`src/hdl/vtdi_pkg.sv`:
```
`default_nettype none

package vtdi_pkg;

  // Number of points in the calibration ROM and default parameter values.
  localparam int unsigned ROM_POINTS     = 21;
  localparam int unsigned CAL_POINTS_DEF = 21;
  localparam int unsigned DUTY_BITS_DEF  = 10;

  // Width of the ROM fields, of the voltage request and of the divider.
  localparam int unsigned VAL_W = 16;

  // Width of the duty result port.
  localparam int unsigned DUTY_OUT_W = 10;

  // Result status codes.
  localparam logic STAT_OK    = 1'b0;
  localparam logic STAT_RANGE = 1'b1;

  // Calibration ROM, ordered by rising duty and falling voltage.
  localparam logic [VAL_W-1:0] CAL_DUTY [ROM_POINTS] = '{
    16'd358, 16'd389, 16'd420, 16'd451, 16'd482,
    16'd514, 16'd545, 16'd576, 16'd607, 16'd638,
    16'd670, 16'd701, 16'd732, 16'd763, 16'd794,
    16'd826, 16'd857, 16'd888, 16'd919, 16'd950,
    16'd982
  };

  localparam logic [VAL_W-1:0] CAL_MV [ROM_POINTS] = '{
    16'd4206, 16'd4197, 16'd4183, 16'd4166, 16'd4131,
    16'd4080, 16'd4006, 16'd3902, 16'd3757, 16'd3569,
    16'd3312, 16'd3012, 16'd2654, 16'd2269, 16'd1892,
    16'd1569, 16'd1396, 16'd1357, 16'd1343, 16'd1329,
    16'd1326
  };

endpackage

`default_nettype wire

```
`src/hdl/vtdi_div.sv`:
```
`default_nettype none

// Restoring divider, one quotient bit per cycle. The caller guarantees that
// the quotient fits in VAL_W bits (upper dividend half below the divisor).
module vtdi_div (
  input  wire logic                          clk_i,
  input  wire logic                          rst_ni,
  input  wire logic                          start_i,
  input  wire logic [2*vtdi_pkg::VAL_W-1:0]  dividend_i,
  input  wire logic [vtdi_pkg::VAL_W-1:0]    divisor_i,
  output logic      [vtdi_pkg::VAL_W-1:0]    quotient_o,
  output logic                               done_o
);
  import vtdi_pkg::*;

  localparam int unsigned CntW = $clog2(VAL_W + 1);

  logic [VAL_W-1:0] rem_q, rem_d;
  logic [VAL_W-1:0] num_q, num_d;
  logic [VAL_W-1:0] div_q, div_d;
  logic [CntW-1:0]  cnt_q, cnt_d;
  logic             done_q, done_d;
  logic [VAL_W:0]   trial;
  logic             fits;

  always_comb begin
    trial  = {rem_q, num_q[VAL_W-1]};
    fits   = (trial >= {1'b0, div_q});
    rem_d  = rem_q;
    num_d  = num_q;
    div_d  = div_q;
    cnt_d  = cnt_q;
    done_d = 1'b0;
    if (start_i) begin
      rem_d = dividend_i[2*VAL_W-1:VAL_W];
      num_d = dividend_i[VAL_W-1:0];
      div_d = divisor_i;
      cnt_d = CntW'(VAL_W);
    end else if (cnt_q != '0) begin
      if (fits) begin
        rem_d = VAL_W'(trial - {1'b0, div_q});
      end else begin
        rem_d = trial[VAL_W-1:0];
      end
      num_d = {num_q[VAL_W-2:0], fits};
      cnt_d = cnt_q - CntW'(1);
      done_d = (cnt_q == CntW'(1));
    end
  end

  always_ff @(posedge clk_i or negedge rst_ni) begin
    if (!rst_ni) begin
      cnt_q  <= '0;
      done_q <= 1'b0;
    end else begin
      cnt_q  <= cnt_d;
      done_q <= done_d;
    end
  end

  always_ff @(posedge clk_i) begin
    rem_q <= rem_d;
    num_q <= num_d;
    div_q <= div_d;
  end

  assign quotient_o = num_q;
  assign done_o     = done_q;

endmodule

`default_nettype wire

```
`src/hdl/voltage_to_duty_interp_core.sv`:
```
// Maps a requested regulator voltage in millivolts to a PWM duty by linear
// interpolation over a fixed calibration ROM of (duty, voltage) points.
// Input channel: in_valid_i / in_stall_o with voltage_request_i. Output
// channel: out_valid_o / out_stall_i with duty_out_o and status_o. Each
// transfer on the input gives exactly one transfer on the output.
// A request outside the calibrated voltage range returns status 1 and the
// previously applied duty, which is left unchanged, and goes straight to
// the S_OUT state. An in-range request scans the ROM one segment per cycle,
// forms the offset product on one multiplier and divides it by the segment
// span in a bit-serial divider (a zero span takes the duty of the segment's
// first point) before it reaches S_OUT, which loads the output register.
// One request is in flight at a time; in_stall_o is high while it is worked
// on, and the next request can be taken while the result is presented.
// A finished result waits in the output register while out_stall_i is high,
// and the block then holds before loading the next result. Reset clears
// the applied duty and empties the output register.
`default_nettype none

module voltage_to_duty_interp_core #(
  parameter int unsigned CAL_POINTS = vtdi_pkg::CAL_POINTS_DEF,
  parameter int unsigned DUTY_BITS  = vtdi_pkg::DUTY_BITS_DEF
) (
  input  wire logic        clk_i,
  input  wire logic        rst_ni,
  input  wire logic        in_valid_i,
  output logic             in_stall_o,
  input  wire logic [15:0] voltage_request_i,
  output logic             out_valid_o,
  input  wire logic        out_stall_i,
  output logic      [9:0]  duty_out_o,
  output logic             status_o
);
  import vtdi_pkg::*;

  // Points actually used; the ROM limits the count.
  localparam int unsigned NumPts = (CAL_POINTS > ROM_POINTS) ? ROM_POINTS : CAL_POINTS;
  localparam int unsigned IdxW   = $clog2(NumPts);
  localparam logic [IdxW-1:0] LastSeg = IdxW'(NumPts - 2);

  // Sequencer states.
  localparam logic [2:0] S_IDLE  = 3'd0;
  localparam logic [2:0] S_SCAN  = 3'd1;
  localparam logic [2:0] S_MUL   = 3'd2;
  localparam logic [2:0] S_DIV   = 3'd3;
  localparam logic [2:0] S_OUT   = 3'd4;
  localparam logic [2:0] S_START = 3'd5;

  logic [2:0]           state_q, state_d;
  logic [VAL_W-1:0]     mv_q, mv_d;
  logic [IdxW-1:0]      idx_q, idx_d;
  logic [VAL_W-1:0]     d0_q, d0_d;
  logic [VAL_W-1:0]     dd_q, dd_d;
  logic [VAL_W-1:0]     off_q, off_d;
  logic [VAL_W-1:0]     span_q, span_d;
  logic [2*VAL_W-1:0]   prod_q, prod_d;
  logic [DUTY_BITS-1:0] applied_q, applied_d;
  logic                 stat_q, stat_d;
  logic                 out_valid_q, out_valid_d;
  logic [9:0]           duty_out_q, duty_out_d;
  logic                 status_q, status_d;

  logic                 div_start;
  logic [VAL_W-1:0]     div_quot;
  logic                 div_done;

  logic [IdxW-1:0]      idx_nxt;
  logic [VAL_W-1:0]     hi_v, lo_v, hi_d, lo_d;
  logic                 hit;
  logic                 out_range;
  logic [VAL_W:0]       sum;
  logic [15:0]          applied_ext;

  vtdi_div u_div (
    .clk_i      (clk_i),
    .rst_ni     (rst_ni),
    .start_i    (div_start),
    .dividend_i (prod_q),
    .divisor_i  (span_q),
    .quotient_o (div_quot),
    .done_o     (div_done)
  );

  always_comb begin
    idx_nxt   = idx_q + IdxW'(1);
    hi_v      = CAL_MV[idx_q];
    lo_v      = CAL_MV[idx_nxt];
    hi_d      = CAL_DUTY[idx_q];
    lo_d      = CAL_DUTY[idx_nxt];
    hit       = (mv_q <= hi_v) && (mv_q >= lo_v);
    out_range = (voltage_request_i < CAL_MV[NumPts-1]) || (voltage_request_i > CAL_MV[0]);
    sum       = {1'b0, d0_q} + {1'b0, div_quot};
    applied_ext = 16'(applied_q);

    state_d     = state_q;
    mv_d        = mv_q;
    idx_d       = idx_q;
    d0_d        = d0_q;
    dd_d        = dd_q;
    off_d       = off_q;
    span_d      = span_q;
    prod_d      = prod_q;
    applied_d   = applied_q;
    stat_d      = stat_q;
    div_start   = 1'b0;
    out_valid_d = out_valid_q;
    duty_out_d  = duty_out_q;
    status_d    = status_q;

    // The output register empties when the receiver takes the result.
    if (out_valid_q && !out_stall_i) begin
      out_valid_d = 1'b0;
    end

    case (state_q)
      S_IDLE: begin
        if (in_valid_i) begin
          mv_d  = voltage_request_i;
          idx_d = '0;
          if (out_range) begin
            stat_d  = STAT_RANGE;
            state_d = S_OUT;
          end else begin
            stat_d  = STAT_OK;
            state_d = S_SCAN;
          end
        end
      end
      S_SCAN: begin
        if (hit) begin
          d0_d    = hi_d;
          dd_d    = (lo_d >= hi_d) ? (lo_d - hi_d) : '0;
          off_d   = hi_v - mv_q;
          span_d  = hi_v - lo_v;
          state_d = S_MUL;
        end else if (idx_q == LastSeg) begin
          // No segment brackets the request: take the last point's duty.
          applied_d = DUTY_BITS'(CAL_DUTY[NumPts-1]);
          state_d   = S_OUT;
        end else begin
          idx_d = idx_nxt;
        end
      end
      S_MUL: begin
        prod_d = dd_q * off_q;
        if (span_q == '0) begin
          applied_d = DUTY_BITS'(d0_q);
          state_d   = S_OUT;
        end else begin
          state_d = S_START;
        end
      end
      S_START: begin
        // The divider starts in the cycle after the product is registered.
        div_start = 1'b1;
        state_d   = S_DIV;
      end
      S_DIV: begin
        if (div_done) begin
          applied_d = DUTY_BITS'(sum);
          state_d   = S_OUT;
        end
      end
      S_OUT: begin
        if (!out_valid_q || !out_stall_i) begin
          out_valid_d = 1'b1;
          duty_out_d  = applied_ext[9:0];
          status_d    = stat_q;
          state_d     = S_IDLE;
        end
      end
      default: begin
        state_d = S_IDLE;
      end
    endcase
  end

  always_ff @(posedge clk_i or negedge rst_ni) begin
    if (!rst_ni) begin
      state_q     <= S_IDLE;
      applied_q   <= '0;
      out_valid_q <= 1'b0;
    end else begin
      state_q     <= state_d;
      applied_q   <= applied_d;
      out_valid_q <= out_valid_d;
    end
  end

  always_ff @(posedge clk_i) begin
    mv_q       <= mv_d;
    idx_q      <= idx_d;
    d0_q       <= d0_d;
    dd_q       <= dd_d;
    off_q      <= off_d;
    span_q     <= span_d;
    prod_q     <= prod_d;
    stat_q     <= stat_d;
    duty_out_q <= duty_out_d;
    status_q   <= status_d;
  end

  assign in_stall_o  = (state_q != S_IDLE);
  assign out_valid_o = out_valid_q;
  assign duty_out_o  = duty_out_q;
  assign status_o    = status_q;

endmodule

`default_nettype wire

```
`config.mk`:
```
export PLATFORM = sky130hd
export DESIGN_NAME = voltage_to_duty_interp_core
export DESIGN_NICKNAME = d
export VERILOG_FILES = /design/src/hdl/vtdi_pkg.sv /design/src/hdl/vtdi_div.sv /design/src/hdl/voltage_to_duty_interp_core.sv
export SDC_FILE = /design/constraint.sdc
export NUM_CORES = 1
export LEC_CHECK = 0
export ABC_AREA = 0
export ABC_CLOCK_PERIOD_IN_PS = 14200
export BUFFER_PORTS_ARGS = -buffer_cell sky130_fd_sc_hd__buf_2
export CAP_MARGIN = 20
export CORE_MARGIN = 1.5
export CORE_UTILIZATION = 49
export CTS_CLUSTER_DIAMETER = 40
export CTS_CLUSTER_SIZE = 14
export DETAILED_ROUTE_END_ITERATION = 10
export HOLD_SLACK_MARGIN = 0.12
export MAX_ROUTING_LAYER = met4
export PLACE_DENSITY = 0.76
export SLEW_MARGIN = 20
export SYNTH_ARGS = -nofsm -noshare
export SYNTH_HDL_FRONTEND = slang
export SYNTH_HIERARCHICAL = 1
export SYNTH_SLANG_ARGS = --single-unit
export TNS_END_PERCENT = 30
```
`constraint.sdc`:
```
create_clock -name clk_i -period 14.2 [get_ports clk_i]
set_clock_uncertainty 0.05 [all_clocks]
set_input_delay 2.84 -clock clk_i [delete_from_list [all_inputs] [get_ports clk_i]]
set_output_delay 2.84 -clock clk_i [all_outputs]
set_load 0.05 [all_outputs]
```
Word level (Yosys, flattened, before mapping):

Memories as Yosys holds them, arrays and structs flattened.
Index checks and enable logic that the tools add are counted.
W data, S select, Z words.

* ROM bits: 2048
* word-level logic and storage cells: 113
* memories: 4
* RAM bits: 0
* latch bits: 0
* output and inout port bits: 13
* register bits: 191

* muxes and demuxes: 39
* bitwise gates (word level): 2
* div/mod/pow operators: 0
* order comparisons: 8
* $add $sub $neg: 7
* shifts and indexed selects: 0
* multipliers: 1
* equality and inequality tests: 15
* reduce and logical (&&, ||, !) cells: 19

Memory list
* (no name shown): depth 32, width 16, rd ports 1, clocked after Yosys merged registers in 0, write ports 0, line voltage_to_duty_interp_core.sv:88 `lo_d = CAL_DUTY[idx_nxt];`
* (no name shown): depth 32, width 16, rd ports 1, clocked after Yosys merged registers in 0, write ports 0, line voltage_to_duty_interp_core.sv:87 `hi_d = CAL_DUTY[idx_q];`
* (no name shown): depth 32, width 16, rd ports 1, clocked after Yosys merged registers in 0, write ports 0, line voltage_to_duty_interp_core.sv:86 `lo_v = CAL_MV[idx_nxt];`
* (no name shown): depth 32, width 16, rd ports 1, clocked after Yosys merged registers in 0, write ports 0, line voltage_to_duty_interp_core.sv:85 `hi_v = CAL_MV[idx_q];`

Operators by type and width (number)
* $mux W16: 13
* $sub A16 B16 Y16: 4
* $mux W10: 4
* $ge A16 B16 Y1: 2
* $mul A16 B16 Y32: 1
* $pmux W10 S3: 1
* $mux W5: 5
* $mux W3: 6
* $pmux W3 S6: 1
* $ge A17 B16 Y1: 1
* $gt A16 B13 Y1 const B: 1
* $le A16 B16 Y1: 1
* $logic_not A16 Y1: 1
* $lt A16 B11 Y1 const B: 1
* $ge A6 B6 Y1 const B: 2
* $ne A2 B2 Y1 const B: 6
* $not A5 Y6: 2
* $add A10 B10 Y10: 1
* $pmux W5 S2: 1
* $mux W1: 8
* $reduce_and A4 Y1: 2
* $eq A3 B2 Y1 const B: 2
* $eq A3 B3 Y1 const B: 2
* $reduce_and A2 Y1: 3
* other kinds (15): 20

Logic depth before layout (Yosys ltp):

* word-level depth: 9
* depth in mapped cells: 23
* gate-level depth less buffers: 22

Modules after synthesis:

The synthesis kept the hierarchy.

By module, submodules not included
* voltage_to_duty_interp_core: cells each 1746, instances 1, area an instance 16572.1 um^2
* vtdi_div: cells each 269, instances 1, area an instance 3101.7 um^2

Worst setup path after synthesis:

No wires, ideal clock.

* path type: flip-flop to flip-flop
* start point: reg idx_q[2]
* end point: reg idx_q[0], enable pin
* stages on the path, launching flop included: 18
* period minus slack after synthesis: 7.057 ns
* library setup time: 0.454 ns
* path slack: 7.143 ns
* arrival: 6.552 ns
* required time: 13.696 ns
* path through: edfxtp_1 -> clkbuf_1 -> clkinv_1 -> ha_1 -> clkbuf_1 -> clkbuf_1 -> nand2_1 -> o21ai_0 -> a21oi_1 -> ha_1 -> and3_1 -> nand3_1 -> nor4_1 -> a2111oi_0 -> or3_1 -> buf_6 -> nor2_1 -> a21oi_1

* cells in the longest elaborated chain, start to end: 9
* elaborated cells on any way between the ends: 16

RTL lines
* start: declaration: line voltage_to_duty_interp_core.sv:50 `logic [IdxW-1:0] idx_q, idx_d;`
* start signal: assignment: line voltage_to_duty_interp_core.sv:191 `idx_q <= idx_d;`
* $add A5 B1 Y5: line voltage_to_duty_interp_core.sv:84 `idx_nxt = idx_q + IdxW'(1);`
* via idx_nxt[2]: line voltage_to_duty_interp_core.sv:66 `logic [IdxW-1:0] idx_nxt;`
* $not A5 Y6 (implied by the code): line voltage_to_duty_interp_core.sv:86
* $mem_v2 Z32 W16
* $mux W16 (implied by the code) (2 in a row): line voltage_to_duty_interp_core.sv:86
* $ge A16 B16 Y1: line voltage_to_duty_interp_core.sv:89 `hit = (mv_q <= hi_v) && (mv_q >= lo_v);`
* $logic_and A1 B1 Y1: line voltage_to_duty_interp_core.sv:89
* $ne A2 B2 Y1 (no source line)
* $reduce_and A4 Y1 (no source line)

The timed path passes the listed nets, and every way through them passes these cells. The select of a mux whose other input is x is not followed.
A chain may end at the register's enable or synchronous reset.

Final worst setup path:

* start point: reg dd_q[9]
* end point: reg prod_q[30] (data pin)

* cells in the longest elaborated chain, start to end: 1

RTL lines
* start: declaration: line voltage_to_duty_interp_core.sv:52 `logic [VAL_W-1:0] dd_q, dd_d;`
* start signal: assignment: line voltage_to_duty_interp_core.sv:193 `dd_q <= dd_d;`
* $mul A16 B16 Y32: line voltage_to_duty_interp_core.sv:144 `prod_d = dd_q * off_q;`
* end signal: assignment: line voltage_to_duty_interp_core.sv:196 `prod_q <= prod_d;`
* end: declaration: line voltage_to_duty_interp_core.sv:55 `logic [2*VAL_W-1:0] prod_q, prod_d;`

No other way between the ends.

==> results.cfg <==
[drt]
drc = 0
wire_per_inst_um = 18.1
first_pass_iters = 5
drt_wl_total_mm = 46.1
drt-initial-drc-count = 1133
ant_nets = 0
viasPerCell = 5.59
vias = 14200

[critical_path]
crit_arrival_ns = 6.83
endpoint_kind = flop
critPathMaxFanout = 16
cp_common_cell = fa_1
cp_slowest_cell = edfxtp_1
cp.required_ns = 14.36
crit_chain = and2_1, fa_1, inv_1, fa_1, inv_1, fa_1, fa_1, fa_1, inv_1, fa_1, inv_1, ha_1, a211o_1, o31ai_1, nand2_1, o21ai_0, or2_2, nand2_1, a221oi_1, xnor2_1
slowest_delay_ns = 0.69
worstSetupStartpointType = flop
critPathKind = flop to flop

[floorplanning]
ios = 33
core_area_um2 = 39600
die_w_um = 203
fp-row-count = 73
die_h_um = 203
die-area_um2 = 41400
start_util_pct = 49.6

[timing]
setup_viol = 0
tightest_slew_ns = 0.828
hold_viol = 0
period_needed_ns = 6.67
drv_slew = 0
final.period_utilization_pct = 47.0
rsz0062_at_grt = no
setup_tns_ns = 0
finalWorstSetupSlack_ns = 7.53
relSlewSlack_pct = 44.2
max_freq_ghz = 0.150
whs_ns = 0.392

[synth]
synth_xor_area_share_pct = 3.74
syn_avg_cell_area_um2 = 9.76
synth_compound_area_share_pct = 10.8
yosysMostFrequentCell = inv_1
synthArstFlopShare_pct = 10.5
netlist_instances = 2015
yosys_warnings = 6
synth_common_cells = inv_1 (315), nand2_1 (239), ha_1 (203), fa_1 (199), edfxtp_1 (171)
synthAdderAreaFrac_pct = 33.2
synth_top_family_by_area = adder cells
syn_nets = 2437
ys_types = 76
yosysTopAreaCell = edfxtp_1
synth-edff-count = 171
synthSimpleGateAreaFrac_pct = 13.9
synthesis.area_um2 = 19700
ys_ff_latch = 191
synth_flop_cell = edfxtp_1
yosysSeqAreaShare_pct = 28.6
synth_area_leaders = edfxtp_1 (26%), fa_1 (20%), ha_1 (13%), inv_1 (6.0%), nand2_1 (4.6%)
synth_top_area_share_pct = 26.1
muxShareOfSynthArea_pct = 2.20

[pwr]
p_leak_nw = 9.45
intPower_mw = 2.63
clock_power_share_pct = 9.0
pwr-share-comb_pct = 69.5
p_per_area_nw_per_um2 = 245
finalPower_mw = 5.11
p_sw_mw = 2.48
p_seq_share_pct = 21.5
ir_worst_vdd_v = 0.000165
swShare_pct = 48.5

[clocking]
hold_buffers = 0
cts-root-buf = clkbuf_16
post_cts_resize_count = 0
path_clk_slew_ns = 0.08
cts_tree = yes
numCtsBuffers = 17
cts_setup_buffers = 0
cts-htree-levels = 4
cts_sinks = 191
clk_latency_ns = 0.45
clock_path_buffers = 2

[grt]
grt_pass1_vias = 14200
grt_usage_pct = 23.7
grt_antenna_before_repair = 0
grt_max_degree = 75
grt_pass1_wl_mm = 74.7
overflow = 0

[place]
io_buffers = 32
place_congestion = 1.02
placed_area_um2 = 20300
preCtsSetupSlack_ns = 7.53
dpl.cell_count = 2508
place_hpwl_mm = 36.3

[finish]
area_growth_pct = 5.97
fin_area_um2 = 20800
nNetsFinal = 2425
instances_no_fill = 2540
antenna_cells = 0
drive_gt1_share_pct = 6.25
final_util_pct = 52.6

[run_status]
outcome = finished, final reports clean

[worst_hold_path]
holdCritPathClass = flop to flop

[run]
cap_violations = 0
## area by class of cell
class | instances | area (um^2)
clock inverter | 13 | 124
clock buffer | 18 | 429
tap | 525 | 657
inverter | 319 | 1200
multi-input combinational | 1432 | 12600
sequential | 191 | 5640
timing repair buffer | 42 | 243
fill | 3564 | 18800
## cells in the final DEF (no fill, tap or decap), types with 21 or more instances in the layout
cell type / instances
xor2_1: 28
nor2_1: 95
xnor2_1: 55
o21ai_0: 66
mux2_2: 24
edfxtp_1: 171
nor3_1: 22
fa_1: 199
a21o_1: 30
and2_1: 111
buf_2: 32
a21oi_1: 106
nand2_1: 239
inv_1: 315
ha_1: 203
nor2b_1: 21
nand3_1: 21
## layer usage
layer / part of all wire, % / vias up / GRT usage (%)
li1: - / 6632 / -
met1: 45 / 7000 / 31.7
met2: 47 / 486 / 38.2
met3: 5.6 / 74 / 2.83
met4: 2.2 / 0 / 6.88
met5: 0 / - / -
## power groups by stage
stage	Combinational, mW	Clock, mW	Sequential (mW)
after floorplan	2.68	0	1.07
after global placement	3.39	0	1.10
after detailed placement	3.48	0	1.11
after CTS	3.51	0.470	1.10
after global routing	3.94	0.489	1.12
final	3.55	0.461	1.10
## critical path, delay by kind of cell, from the launching register on
family,cells,cell delay [ns]
xor gates and xnor gates,1,0.10
AOI/OAI and AO/OA,4,1.17
and+or+nand+nor,4,0.72
buffers and inverters,4,0.20
DFF,1,0.69
adders and majority gates,7,3.49
## cells by family after synthesis
| kind of cell | Yosys count |
|---|---|
| simple gates | 576 |
| fa+ha+maj | 402 |
| buf+inv | 392 |
| compound gates | 331 |
| flops | 191 |
| xor+xnor | 84 |
| mux | 39 |
## registers in the layout (all words and copies together) (netlist names), 16 cells and up
signal	flops
off_q	16
span_q	16
dd_q	16
u_div/div_q	16
u_div/quotient_o	16
mv_q	16
u_div/rem_q	16
prod_q	32
## final timing paths
kind	from	endpoint	slack, ns	cells after the start
setup / recovery	dd_q[9]$_SDFFCE_PN0P_	prod_q[30]$_DFFE_PN_	7.53	20
hold / removal	stat_q$_DFFE_PP_	status_o$_DFFE_PP_	0.39	0
setup reg to reg	dd_q[9]$_SDFFCE_PN0P_	prod_q[30]$_DFFE_PN_	7.53	20
hold reg to reg	stat_q$_DFFE_PP_	status_o$_DFFE_PP_	0.39	0
max in group asynchronous	rst_ni	state_q[0]$_DFFE_PN0P_	11.48	1
min in group asynchronous	rst_ni	u_div/cnt_q[3]$_DFFE_PN0P_	2.29	1
Note: power is estimated with default switching activity, not from simulation.
